[src/frc_pkg.sv]
// Shared types and constants for the reply frame checker.
// No dependencies; the judge, the checker top and the testbench import this package.
`timescale 1ns / 1ps
`default_nettype none

package frc_pkg;

  localparam int unsigned FrameLen = 8;
  localparam int unsigned CountW   = $clog2(FrameLen);

  localparam logic [7:0]  FrameMark    = 8'hF5;
  localparam logic [7:0]  ScanCode     = 8'h0C;
  localparam logic [7:0]  ScanAckMax   = 8'd3;
  localparam logic [15:0] TimeoutReset = 16'd9000;

  // input item commands; the fourth code is ignored
  typedef enum logic [1:0] {
    CMD_ARM  = 2'd0,
    CMD_BYTE = 2'd1,
    CMD_TICK = 2'd2
  } cmd_t;

  typedef enum logic [2:0] {
    ST_OK      = 3'd0,
    ST_TIMEOUT = 3'd1,
    ST_TAIL    = 3'd2,
    ST_CSUM    = 3'd3,
    ST_ECHO    = 3'd4,
    ST_MODERR  = 3'd5
  } status_t;

  // configuration register indexes
  typedef enum logic {
    REG_ACK_OK  = 1'b0,
    REG_TIMEOUT = 1'b1
  } reg_idx_t;

  typedef logic [FrameLen-1:0][7:0] frame_t;

endpackage

`default_nettype wire

[src/frc_judge.sv]
// Combinational verdict on one complete 8-byte reply frame.
// Depends on frc_pkg.
`timescale 1ns / 1ps
`default_nettype none

module frc_judge (
  input  wire frc_pkg::frame_t  frame,
  input  wire logic [7:0]       wanted_code,
  input  wire logic [7:0]       ack_ok_code,
  output frc_pkg::status_t      status
);
  import frc_pkg::*;

  logic [7:0] csum;
  logic [7:0] ack;

  assign csum = frame[1] ^ frame[2] ^ frame[3] ^ frame[4] ^ frame[5];
  assign ack  = frame[4];

  // checks in priority order: tail, checksum, echo, acknowledge
  always_comb begin
    if (frame[7] != FrameMark) begin
      status = ST_TAIL;
    end else if (csum != frame[6]) begin
      status = ST_CSUM;
    end else if (frame[1] != wanted_code) begin
      status = ST_ECHO;
    end else if (ack == ack_ok_code) begin
      status = ST_OK;
    end else if (frame[1] == ScanCode && ack >= 8'd1 && ack <= ScanAckMax) begin
      status = ST_OK;   // scan reply reports a count in the ack byte
    end else begin
      status = ST_MODERR;
    end
  end

endmodule

`default_nettype wire

[config.mk]
export PLATFORM = sky130hd
export DESIGN_NAME = frc_judge
export DESIGN_NICKNAME = d
export VERILOG_FILES = /design/src/frc_pkg.sv /design/src/frc_judge.sv
export SDC_FILE = /design/constraint.sdc
export NUM_CORES = 1
export LEC_CHECK = 0
export ABC_AREA = 1
export BUFFER_PORTS_ARGS = -buffer_cell sky130_fd_sc_hd__buf_2
export CORE_MARGIN = 4
export CORE_UTILIZATION = 42
export DETAILED_ROUTE_END_ITERATION = 6
export PLACE_DENSITY = 0.85
export SYNTH_ARGS = -nofsm -noshare
export SYNTH_HDL_FRONTEND = slang
export SYNTH_SLANG_ARGS = --single-unit
[constraint.sdc]
create_clock -name vclk -period 1.6
set_input_delay 0.32 -clock vclk [all_inputs]
set_output_delay 0.32 -clock vclk [all_outputs]
set_load 0.02 [all_outputs]
==> results of run 1 <==
[area by class of cell]
cell class,instances,area (sq um),area share [%]
Inverter,49,191,11.3
Tap cell,28,35.0,2.06
Timing Repair Buffer,81,533,31.4
Multi-Input combinational cell,179,940,55.3
[stage by stage]
stage	hold WS, ns	utilization [%]	std cells	instance area (sq um)
after global routing	1.14	74.0	337	1700
after detailed placement	1.14	64.8	334	1490
after CTS	1.12	69.5	336	1600
after global placement	1.13	64.8	334	1490
after floorplan	0.826	-	228	1050
final	1.11	74.0	337	1700
[report_power, final]
part | total, mW | switching [mW] | internal (mW)
registers | 0 | 0 | 0
clock network | 0 | 0 | 0
logic | 0.432 | 0.222 | 0.211
[cell families after synthesis]
family,Yosys count,synth area share [%]
xor+xnor,12,10.0
buf+inv,49,17.6
compound gates,3,1.91
simple gates,164,70.5
[final timing paths]
kind                     to  slack (ns)  cells after the start
hold / removal    status[0]        1.11                      6
setup / recovery  status[2]       -0.20                     13
[metal layers]
layer,up-vias,global-route usage (%)
met1,687,21.9
met5,-,0
met4,0,2.98
met3,6,1.56
li1,844,-
met2,50,40.8
[placed cells by master (no fill, tap or decap), types with 2 or more instances in the layout]
| master | netlist | layout |
|---|---|---|
| nand2_1 | 104 | 84 |
| buf_2 | 0 | 57 |
| inv_1 | 35 | 28 |
| nand2_2 | 7 | 26 |
| inv_2 | 14 | 18 |
| nor2_1 | 15 | 12 |
| xnor2_1 | 12 | 12 |
| nand3_1 | 12 | 11 |
| nand3b_1 | 11 | 11 |
| buf_6 | 0 | 10 |
| buf_4 | 0 | 9 |
| nand4_1 | 6 | 6 |
| nor2_2 | 3 | 5 |
| buf_8 | 0 | 4 |
| inv_4 | 0 | 3 |
| or2_2 | 3 | 3 |
| nor2_4 | 1 | 2 |
| nand3_2 | 1 | 2 |
[timing repair]
action	CTS	global route
buffers inserted	3	1
setup endpoints to repair	3	3
pin swaps	19	24
hold buffers	0	0
resized for setup	32	33
hold endpoints to repair	0	0
==> flow_summary.html, run 1 <==
<table>
<tr><th>Metric</th><th>Value</th></tr>
<tr><th colspan="2">Outcome</th></tr>
<tr><td>Status</td><td>finished, violations left</td></tr>
<tr><td>Violations in the final reports</td><td>setup timing</td></tr>
<tr><th colspan="2">Routing</th></tr>
<tr><td>Wire length per cell</td><td>10.5 microns</td></tr>
<tr><td>Vias</td><td>1587</td></tr>
<tr><td>Number of routed nets with antenna violations</td><td>0</td></tr>
<tr><td>Post-detailed-routing wire length</td><td>3.55 mm</td></tr>
<tr><td>Via density per instance</td><td>4.71</td></tr>
<tr><td>Routed met1 length</td><td>1.31 mm</td></tr>
<tr><td>Met3 wire length</td><td>253 microns</td></tr>
<tr><td>Initial drt markers</td><td>30</td></tr>
<tr><td>Highest routing layer actually used</td><td>met4</td></tr>
<tr><td># DRC</td><td>0</td></tr>
<tr><td>Length of routed met2 wiring</td><td>1.93 mm</td></tr>
<tr><td>First-pass detailed-route iteration total</td><td>4</td></tr>
<tr><th colspan="2">Finish</th></tr>
<tr><td>Final #Nets</td><td>391</td></tr>
<tr><td>FF+latch area</td><td>0 sq um</td></tr>
<tr><td>Number of inserted filler cells in the final layout</td><td>211</td></tr>
<tr><td>Sequential cell count</td><td>0</td></tr>
<tr><td>Synthesis-to-layout area growth</td><td>62.2%</td></tr>
<tr><td>Share of layout cells above drive strength 1</td><td>46.0%</td></tr>
<tr><td>Ant diodes</td><td>0</td></tr>
<tr><td>Number of clock buffer instances in the layout</td><td>0</td></tr>
<tr><th colspan="2">Die</th></tr>
<tr><td>Core region area</td><td>2300 sq um</td></tr>
<tr><td>Initial Utilization</td><td>45.6%</td></tr>
<tr><td>Top-Level Pins</td><td>83</td></tr>
<tr><td>Number of rows in the core area</td><td>17</td></tr>
<tr><td>Die height</td><td>57.9 microns</td></tr>
<tr><td>Die footprint</td><td>3360 sq um</td></tr>
<tr><td>Chip width</td><td>57.9 microns</td></tr>
<tr><th colspan="2">Synth</th></tr>
<tr><td>Number of library cell types mapped by synthesis</td><td>17</td></tr>
<tr><td>Post-synthesis instance area</td><td>1050 sq um</td></tr>
<tr><td>Count of yosys warnings during synthesis</td><td>0</td></tr>
<tr><td>Synthesized Nets</td><td>308</td></tr>
<tr><td>Area share of the leading cell type in the synthesized netlist</td><td>37.3%</td></tr>
<tr><td>Cell types occupying the most area after synthesis</td><td>nand2_1 (37%), inv_1 (13%), xnor2_1 (10%)</td></tr>
<tr><td>Cell with the most instances after synthesis</td><td>nand2_1</td></tr>
<tr><td>Top cell type by total area after synthesis</td><td>nand2_1</td></tr>
<tr><td>Sequential element share of the synthesized area</td><td>0%</td></tr>
<tr><td>Mean instance size in the synthesized netlist</td><td>4.59 sq um</td></tr>
<tr><td>Commonest cells post-synth</td><td>nand2_1 (104), inv_1 (35), nor2_1 (15)</td></tr>
<tr><td>Post-synthesis instance total</td><td>228</td></tr>
<tr><th colspan="2">STA</th></tr>
<tr><td>Post-layout worst setup margin</td><td>-0.201 ns</td></tr>
<tr><td>Maximum achievable frequency</td><td>555 MHz</td></tr>
<tr><td>Period utilization</td><td>113%</td></tr>
<tr><td>Sum Neg Setup Slack</td><td>-0.541 ns</td></tr>
<tr><td>Count of pins over their slew limit</td><td>0</td></tr>
<tr><td>Final Hold Viols</td><td>0</td></tr>
<tr><td>Actual transition at the worst max-transition pin</td><td>0.294 ns</td></tr>
<tr><td>Unrepaired setup endpoints after global routing</td><td>yes</td></tr>
<tr><td>Min Clock Period, post-route</td><td>1.80 ns</td></tr>
<tr><td>Max_slew headroom</td><td>80.1%</td></tr>
<tr><td>Setup violation total in the final timing report</td><td>3</td></tr>
<tr><th colspan="2">Placement</th></tr>
<tr><td>HPWL after DPL</td><td>2.68 mm</td></tr>
<tr><td>Post-placement setup slack</td><td>-0.234 ns</td></tr>
<tr><td>Buffers on Ports</td><td>75</td></tr>
<tr><td>Final RePlAce weighted congestion</td><td>0.810</td></tr>
<tr><th colspan="2">Setup path</th></tr>
<tr><td>Kind of critical path</td><td>in2out</td></tr>
<tr><td>Launch point of the worst path</td><td>frame[17]</td></tr>
<tr><td>Sort of element at the end of the critical path</td><td>output pin</td></tr>
<tr><td>Crit path DAT</td><td>1.48 ns</td></tr>
<tr><td>Worst path buffer plus inverter count</td><td>4</td></tr>
<tr><td>Startpoint Class</td><td>input port</td></tr>
<tr><td>Cell breakdown of the critical path</td><td>buf_2 -&gt; inv_1 -&gt; nand2_2 -&gt; nand3_1 -&gt; nand2_2 -&gt; nand2_1 -&gt; inv_1 -&gt; nor2_2 -&gt; nand2_1 -&gt; nor2_2 -&gt; nand3_2 -&gt; nor2_4 -&gt; buf_6</td></tr>
<tr><td>Kind of cell with the highest combined delay on the critical path</td><td>simple AND/OR/NAND/NOR gates</td></tr>
<tr><td>Delay of the slowest critical-path stage</td><td>0.16 ns</td></tr>
<tr><td>Maximum fanout encountered on the critical timing path</td><td>2</td></tr>
<tr><td>Slowest stage cell on the critical path</td><td>nor2_2</td></tr>
<tr><td>Data required time at the worst endpoint</td><td>1.28 ns</td></tr>
<tr><th colspan="2">Global route</th></tr>
<tr><td>Global-route wire length before repair</td><td>5.61 mm</td></tr>
<tr><td>Largest net degree at the start of global routing</td><td>6</td></tr>
<tr><td>Global-route usage over all layers</td><td>19.8%</td></tr>
<tr><td>Vias in the first global route</td><td>1518</td></tr>
<tr><td>Grt total ovfl</td><td>0</td></tr>
<tr><td>Antenna violations before repair</td><td>0</td></tr>
<tr><th colspan="2">Worst hold path</th></tr>
<tr><td>Class of the most critical hold timing path</td><td>in2out</td></tr>
<tr><td>Hold path startpoint</td><td>frame[57]</td></tr>
<tr><th colspan="2">Run</th></tr>
<tr><td>Max-cap viol count</td><td>0</td></tr>
<tr><th colspan="2">Pwr</th></tr>
<tr><td>Total Power</td><td>0.432 mW</td></tr>
<tr><td>Peak ir drop on the vdd network</td><td>0.170 mV</td></tr>
<tr><td>Static leakage</td><td>1.06 nW</td></tr>
<tr><td>Pwr/cell area</td><td>255 nW/um^2</td></tr>
</table>
(Power assumes the default switching activity.)
==> run 2, diff against run 1 <==
==> constraint.sdc (replaced) <==
create_clock -name vclk -period 1.6
set_input_delay 0.32 -clock vclk [all_inputs]
set_output_delay 0.32 -clock vclk [all_outputs]
set_load 0.1 [all_outputs]
==> run 2 against run 1 <==
Compared with the run above:
- the run still ends with setup timing left
- count of clock-buffer cells in the layout is the same
- largest cell class unchanged
- final area grew 15%
- final cell count grew 6.2%
- critical path type unchanged
- critical path depth grew 1
==> flow_summary.html, run 2 (synthesis results as in run 1) <==
<table>
<tr><th>Metric</th><th>Value</th></tr>
<tr><th colspan="2">Outcome</th></tr>
<tr><td>Status</td><td>finished, violations left</td></tr>
<tr><td>Violations in the final reports</td><td>setup timing</td></tr>
<tr><th colspan="2">Finish</th></tr>
<tr><td>Number of clock buffer instances in the layout</td><td>0</td></tr>
<tr><td>Number of inserted filler cells in the final layout</td><td>159</td></tr>
<tr><td>Most common cell after layout, fill and taps aside</td><td>nand2_1</td></tr>
<tr><td>Sequential cell count</td><td>0</td></tr>
<tr><td>Finished layout cell area</td><td>1950 sq um</td></tr>
<tr><td>Share of the core filled with cells in the final layout</td><td>84.7%</td></tr>
<tr><td>Share of layout cells above drive strength 1</td><td>51.2%</td></tr>
<tr><td>Most frequent cells in the layout</td><td>nand2_1 (84), buf_2 (53), buf_4 (29)</td></tr>
<tr><td>Ant diodes</td><td>0</td></tr>
<tr><td>FF+latch area</td><td>0 sq um</td></tr>
<tr><td>Synthesis-to-layout area growth</td><td>85.9%</td></tr>
<tr><td>Combined area of the multi-input logic cells</td><td>948 sq um</td></tr>
<tr><td>Final #Nets</td><td>412</td></tr>
<tr><th colspan="2">Setup path</th></tr>
<tr><td>Delay of the slowest critical-path stage</td><td>0.17 ns</td></tr>
<tr><td>Slowest stage cell on the critical path</td><td>buf_12</td></tr>
<tr><td>Data required time at the worst endpoint</td><td>1.28 ns</td></tr>
<tr><td>Kind of critical path</td><td>in2out</td></tr>
<tr><td>Startpoint Class</td><td>input port</td></tr>
<tr><td>Crit path DAT</td><td>1.59 ns</td></tr>
<tr><td>Maximum fanout encountered on the critical timing path</td><td>2</td></tr>
<tr><td>Sort of element at the end of the critical path</td><td>output pin</td></tr>
<tr><td>Cell repeated most along the worst path</td><td>nand2_1</td></tr>
<tr><td>Cell breakdown of the critical path</td><td>buf_2 -&gt; inv_1 -&gt; nor2_2 -&gt; nor2_1 -&gt; nand2_1 -&gt; nand2_1 -&gt; nand2_1 -&gt; nand2_1 -&gt; nand2_2 -&gt; nor2_4 -&gt; nand3_2 -&gt; nand2_2 -&gt; clkinvlp_4 -&gt; buf_12</td></tr>
<tr><th colspan="2">Global route</th></tr>
<tr><td>Global-route wire length before repair</td><td>5.82 mm</td></tr>
<tr><td>Vias in the first global route</td><td>1575</td></tr>
<tr><td>Grt total ovfl</td><td>0</td></tr>
<tr><td>Global-route usage over all layers</td><td>20.6%</td></tr>
<tr><td>Antenna violations before repair</td><td>0</td></tr>
<tr><td>Largest net degree at the start of global routing</td><td>6</td></tr>
<tr><th colspan="2">Die</th></tr>
<tr><td>Core region area</td><td>2300 sq um</td></tr>
<tr><td>Number of rows in the core area</td><td>17</td></tr>
<tr><td>Top-Level Pins</td><td>83</td></tr>
<tr><td>Die height</td><td>57.9 microns</td></tr>
<tr><td>Chip width</td><td>57.9 microns</td></tr>
<tr><td>Initial Utilization</td><td>45.6%</td></tr>
<tr><td>Die footprint</td><td>3360 sq um</td></tr>
<tr><th colspan="2">Pwr</th></tr>
<tr><td>Pwr/cell area</td><td>247 nW/um^2</td></tr>
<tr><td>Static leakage</td><td>1.17 nW</td></tr>
<tr><td>Total Power</td><td>0.481 mW</td></tr>
<tr><td>Peak ir drop on the vdd network</td><td>0.198 mV</td></tr>
<tr><th colspan="2">Placement</th></tr>
<tr><td>Buffers on Ports</td><td>75</td></tr>
<tr><td>Final RePlAce weighted congestion</td><td>0.806</td></tr>
<tr><td>HPWL after DPL</td><td>2.75 mm</td></tr>
<tr><td>Area after detailed placement</td><td>1690 sq um</td></tr>
<tr><th colspan="2">Routing</th></tr>
<tr><td># DRC</td><td>0</td></tr>
<tr><td>Wire length per cell</td><td>10.3 microns</td></tr>
<tr><td>Via density per instance</td><td>4.63</td></tr>
<tr><td>First-pass detailed-route iteration total</td><td>4</td></tr>
<tr><td>Initial drt markers</td><td>51</td></tr>
<tr><td>Post-detailed-routing wire length</td><td>3.70 mm</td></tr>
<tr><td>Vias</td><td>1656</td></tr>
<tr><td>Number of routed nets with antenna violations</td><td>0</td></tr>
<tr><th colspan="2">STA</th></tr>
<tr><td>Maximum achievable frequency</td><td>523 MHz</td></tr>
<tr><td>Sum Neg Setup Slack</td><td>-0.883 ns</td></tr>
<tr><td>Final Hold Viols</td><td>0</td></tr>
<tr><td>Unrepaired setup endpoints after global routing</td><td>yes</td></tr>
<tr><td>Setup violation total in the final timing report</td><td>3</td></tr>
<tr><td>Max_slew headroom</td><td>86.7%</td></tr>
<tr><td>Period utilization</td><td>120%</td></tr>
<tr><td>Min Clock Period, post-route</td><td>1.91 ns</td></tr>
<tr><td>Count of pins over their slew limit</td><td>0</td></tr>
<tr><td>Post-layout worst setup margin</td><td>-0.312 ns</td></tr>
<tr><td>Post-route worst hold slack</td><td>1.19 ns</td></tr>
<tr><td>Actual transition at the worst max-transition pin</td><td>0.197 ns</td></tr>
<tr><th colspan="2">Worst hold path</th></tr>
<tr><td>Class of the most critical hold timing path</td><td>in2out</td></tr>
<tr><th colspan="2">Run</th></tr>
<tr><td>Max-cap viol count</td><td>0</td></tr>
</table>
==> run 2: changes by cell type in the layout (fill, tap and decap cells not counted), moves of 2 or more <==
cell    before  now
buf_2       57   53
buf_6       10   12
buf_12       0    3
buf_4        9   29
inv_1       28   23
inv_4        3    6
==> run 2: per-stage QoR <==
| stage | cells | worst slack (ns) |
|---|---|---|
| finish | 358 | -0.312 |
| global route | 358 | -0.472 |
| CTS | 356 | -0.295 |
| detailed placement | 351 | -0.358 |
| global placement | 351 | -0.314 |
| floorplan | 228 | -0.540 |
==> run 2: area by class of cell <==
type | instances | area share (%)
timing repair buffer | 102 | 38.7
multi-input combinational | 179 | 48.7
inverter | 49 | 10.8
tap | 28 | 1.80
==> run 2: report_power, final <==
part           switching (mW)  internal, mW
sequential                  0             0
clock                       0             0
combinational           0.234         0.248
==> run 2: worst max-delay path: cells and delay by family <==
| family | cells | cell delay (ns) |
|---|---|---|
| and+or+nand+nor | 10 | 0.82 |
| buffers and inverters | 4 | 0.45 |
==> run 2: final timing paths <==
check / from / endpoint / slack, ns / depth (start not counted)
max: frame[42] / status[0] / -0.31 / 14
min: frame[57] / status[2] / 1.19 / 6
==> run 2: routing by layer <==
metal	vias to the layer above	track usage [%]	wire [microns]
li1	885	-	-
met4	0	0.993	0
met1	719	23.5	1330
met5	-	0	0
met3	0	1.11	268
met2	52	42.9	2090
==> run 2: timing repair <==
| action | 4_1_cts | 5_1_grt |
|---|---|---|
| hold buffers | 0 | 0 |
| setup buffers | 5 | 2 |
| endpoints found under the setup margin | 3 | 3 |
| resized for setup | 52 | 19 |
| pin swaps | 30 | 18 |
==> run 3, diff against run 2 <==
==> constraint.sdc (replaced) <==
create_clock -name vclk -period 1.6
set_input_delay 0.16 -clock vclk [all_inputs]
set_output_delay 0.16 -clock vclk [all_outputs]
set_load 0.1 [all_outputs]
==> run 3 against run 2 <==
Compared with the run above:
- the run still ends with setup timing left
- power is 2.6% lower
- utilization fell by 4.9 points
- sequential cell count did not move
- final area fell by 5.8%
- first-iteration DRC count increased by 25%
- setup slack better by 0.30 ns
- global-route usage decreased by 4.0 points
- sequential share of layout area unchanged
- final cell count fell by 5.9%
- combinational power decreased by 2%
- hold slack got worse by 0.44 ns
- critical endpoint unchanged
==> flow_summary.html, run 3 (synthesis results as in run 1) <==
<table>
<tr><th>Metric</th><th>Value</th></tr>
<tr><th colspan="2">Outcome</th></tr>
<tr><td>Status</td><td>finished, violations left</td></tr>
<tr><td>Violations in the final reports</td><td>setup timing</td></tr>
<tr><th colspan="2">Placement</th></tr>
<tr><td>Buffers on Ports</td><td>75</td></tr>
<tr><td>HPWL after DPL</td><td>2.66 mm</td></tr>
<tr><td>Inst Count DP</td><td>332</td></tr>
<tr><td>Post-placement setup slack</td><td>0.00205 ns</td></tr>
<tr><td>Final RePlAce weighted congestion</td><td>0.843</td></tr>
<tr><th colspan="2">STA</th></tr>
<tr><td>Final Hold Viols</td><td>0</td></tr>
<tr><td>Count of pins over their slew limit</td><td>0</td></tr>
<tr><td>Min Clock Period, post-route</td><td>1.61 ns</td></tr>
<tr><td>Setup violation total in the final timing report</td><td>1</td></tr>
<tr><td>Post-layout worst setup margin</td><td>-0.00872 ns</td></tr>
<tr><td>Post-route worst hold slack</td><td>0.744 ns</td></tr>
<tr><td>Max_slew headroom</td><td>69.3%</td></tr>
<tr><td>Maximum achievable frequency</td><td>622 MHz</td></tr>
<tr><td>Period utilization</td><td>101%</td></tr>
<tr><td>Unrepaired setup endpoints after global routing</td><td>yes</td></tr>
<tr><td>Actual transition at the worst max-transition pin</td><td>0.459 ns</td></tr>
<tr><th colspan="2">Setup path</th></tr>
<tr><td>Cell repeated most along the worst path</td><td>nand2_2</td></tr>
<tr><td>Slowest stage cell on the critical path</td><td>buf_12</td></tr>
<tr><td>Kind of cell with the highest combined delay on the critical path</td><td>simple AND/OR/NAND/NOR gates</td></tr>
<tr><td>Maximum fanout encountered on the critical timing path</td><td>3</td></tr>
<tr><td>Cell breakdown of the critical path</td><td>buf_4 -&gt; inv_2 -&gt; nand2_2 -&gt; nand2_1 -&gt; nand2_1 -&gt; nand2_2 -&gt; nand2_2 -&gt; nand2_1 -&gt; nand2_2 -&gt; nor2_4 -&gt; nand3_2 -&gt; nand2_2 -&gt; clkinvlp_4 -&gt; buf_12</td></tr>
<tr><td>Data required time at the worst endpoint</td><td>1.44 ns</td></tr>
<tr><td>Sort of element at the end of the critical path</td><td>output pin</td></tr>
<tr><td>Kind of critical path</td><td>in2out</td></tr>
<tr><td>Crit path DAT</td><td>1.45 ns</td></tr>
<tr><td>Delay of the slowest critical-path stage</td><td>0.17 ns</td></tr>
<tr><td>Worst path buffer plus inverter count</td><td>4</td></tr>
<tr><td>Startpoint Class</td><td>input port</td></tr>
<tr><th colspan="2">Routing</th></tr>
<tr><td>First-pass detailed-route iteration total</td><td>4</td></tr>
<tr><td>Number of routed nets with antenna violations</td><td>0</td></tr>
<tr><td>Via density per instance</td><td>4.75</td></tr>
<tr><td>Post-detailed-routing wire length</td><td>3.66 mm</td></tr>
<tr><td>Vias</td><td>1602</td></tr>
<tr><td>Initial drt markers</td><td>64</td></tr>
<tr><td># DRC</td><td>0</td></tr>
<tr><td>Wire length per cell</td><td>10.9 microns</td></tr>
<tr><th colspan="2">Die</th></tr>
<tr><td>Chip width</td><td>57.9 microns</td></tr>
<tr><td>Die height</td><td>57.9 microns</td></tr>
<tr><td>Number of rows in the core area</td><td>17</td></tr>
<tr><td>Core region area</td><td>2300 sq um</td></tr>
<tr><td>Die footprint</td><td>3360 sq um</td></tr>
<tr><td>Top-Level Pins</td><td>83</td></tr>
<tr><td>Initial Utilization</td><td>45.6%</td></tr>
<tr><th colspan="2">Global route</th></tr>
<tr><td>GR met1 Demand/Resource</td><td>19.4%</td></tr>
<tr><td>GR met3 Demand/Resource</td><td>2.23%</td></tr>
<tr><td>Antenna violations before repair</td><td>0</td></tr>
<tr><td>Global-route usage over all layers</td><td>16.7%</td></tr>
<tr><td>Met2 Usage GRT</td><td>32.1%</td></tr>
<tr><td>Grt total ovfl</td><td>0</td></tr>
<tr><td>Vias in the first global route</td><td>1338</td></tr>
<tr><td>Grt peak-use layer</td><td>met2</td></tr>
<tr><td>Largest net degree at the start of global routing</td><td>6</td></tr>
<tr><td>Global-route wire length before repair</td><td>4.77 mm</td></tr>
<tr><th colspan="2">Finish</th></tr>
<tr><td>Combined area of the multi-input logic cells</td><td>1000 sq um</td></tr>
<tr><td>Synthesis-to-layout area growth</td><td>75.1%</td></tr>
<tr><td>Most common cell after layout, fill and taps aside</td><td>nand2_1</td></tr>
<tr><td>Ant diodes</td><td>0</td></tr>
<tr><td>Share of layout cells above drive strength 1</td><td>52.8%</td></tr>
<tr><td>Most frequent cells in the layout</td><td>nand2_1 (75), buf_2 (52), nand2_2 (33)</td></tr>
<tr><td>Final #Nets</td><td>391</td></tr>
<tr><td>FF+latch area</td><td>0 sq um</td></tr>
<tr><td>Sequential cell count</td><td>0</td></tr>
<tr><td>Number of inserted filler cells in the final layout</td><td>168</td></tr>
<tr><td>Number of non-filler instances in the completed layout</td><td>337</td></tr>
<tr><td>Number of clock buffer instances in the layout</td><td>0</td></tr>
<tr><th colspan="2">Pwr</th></tr>
<tr><td>Total internal power</td><td>0.227 mW</td></tr>
<tr><td>Power share of the clock group</td><td>0%</td></tr>
<tr><td>Peak ir drop on the vdd network</td><td>0.174 mV</td></tr>
<tr><td>Static leakage</td><td>1.08 nW</td></tr>
<tr><td>Pwr/cell area</td><td>256 nW/um^2</td></tr>
<tr><td>Portion of total power attributed to sequential cells</td><td>0%</td></tr>
<tr><td>Switching part of the total</td><td>51.7%</td></tr>
<tr><td>Proportion of power drawn by combinational gates</td><td>100.0%</td></tr>
<tr><td>Net switching power</td><td>0.242 mW</td></tr>
<tr><th colspan="2">CTS</th></tr>
<tr><td>CTS Hold Bufs</td><td>0</td></tr>
<tr><th colspan="2">Worst hold path</th></tr>
<tr><td>Class of the most critical hold timing path</td><td>in2out</td></tr>
<tr><th colspan="2">Run</th></tr>
<tr><td>Max-cap viol count</td><td>0</td></tr>
</table>
[run 3: cell count changes in the layout (fill, tap and decap cells not counted), sizes merged]
cell | before | now
buf | 102 | 81
[run 3: layout make-up]
class,count,share of cell area [%]
multi-input cells,179,54.7
inverters,49,11.2
repair buffers,81,32.2
well taps,28,1.91
[run 3: power by group through the flow]
stage | Clock [mW] | Sequential (mW) | Combinational, mW
after floorplan | 0 | 0 | 0.220
after global placement | 0 | 0 | 0.351
after detailed placement | 0 | 0 | 0.362
after CTS | 0 | 0 | 0.364
after global routing | 0 | 0 | 0.523
final | 0 | 0 | 0.469
[run 3: repair_timing]
item                       CTS  global route
pin swaps                    0            48
setup buffers                0             5
setup endpoints to repair    1             2
gates resized for setup      1            95
[run 3: metal layers]
| metal | part of all wire, % | up-vias |
|---|---|---|
| li1 | - | 847 |
| met3 | 7.1 | 12 |
| met2 | 56 | 62 |
| met1 | 34 | 681 |
| met4 | 2.4 | 0 |
| met5 | 0 | - |
[run 3: path summary, 6_finish.rpt]
| path | slack (ns) | start | endpoint | cells after the start |
|---|---|---|---|---|
| setup / recovery | -0.009 | frame[12] | status[0] | 14 |
| hold / removal | 0.74 | frame[57] | status[1] | 4 |
[run 3: per-stage QoR]
step | cell area [sq um] | setup TNS, ns | utilization, % | total power, mW
global placement | 1540 | 0 | 66.8 | 0.351
CTS | 1540 | 0 | 66.8 | 0.364
detailed placement | 1540 | 0 | 66.8 | 0.362
global route | 1830 | -0.185 | 79.8 | 0.523
floorplan | 1070 | -0.231 | - | 0.220
finish | 1830 | -0.00872 | 79.8 | 0.469
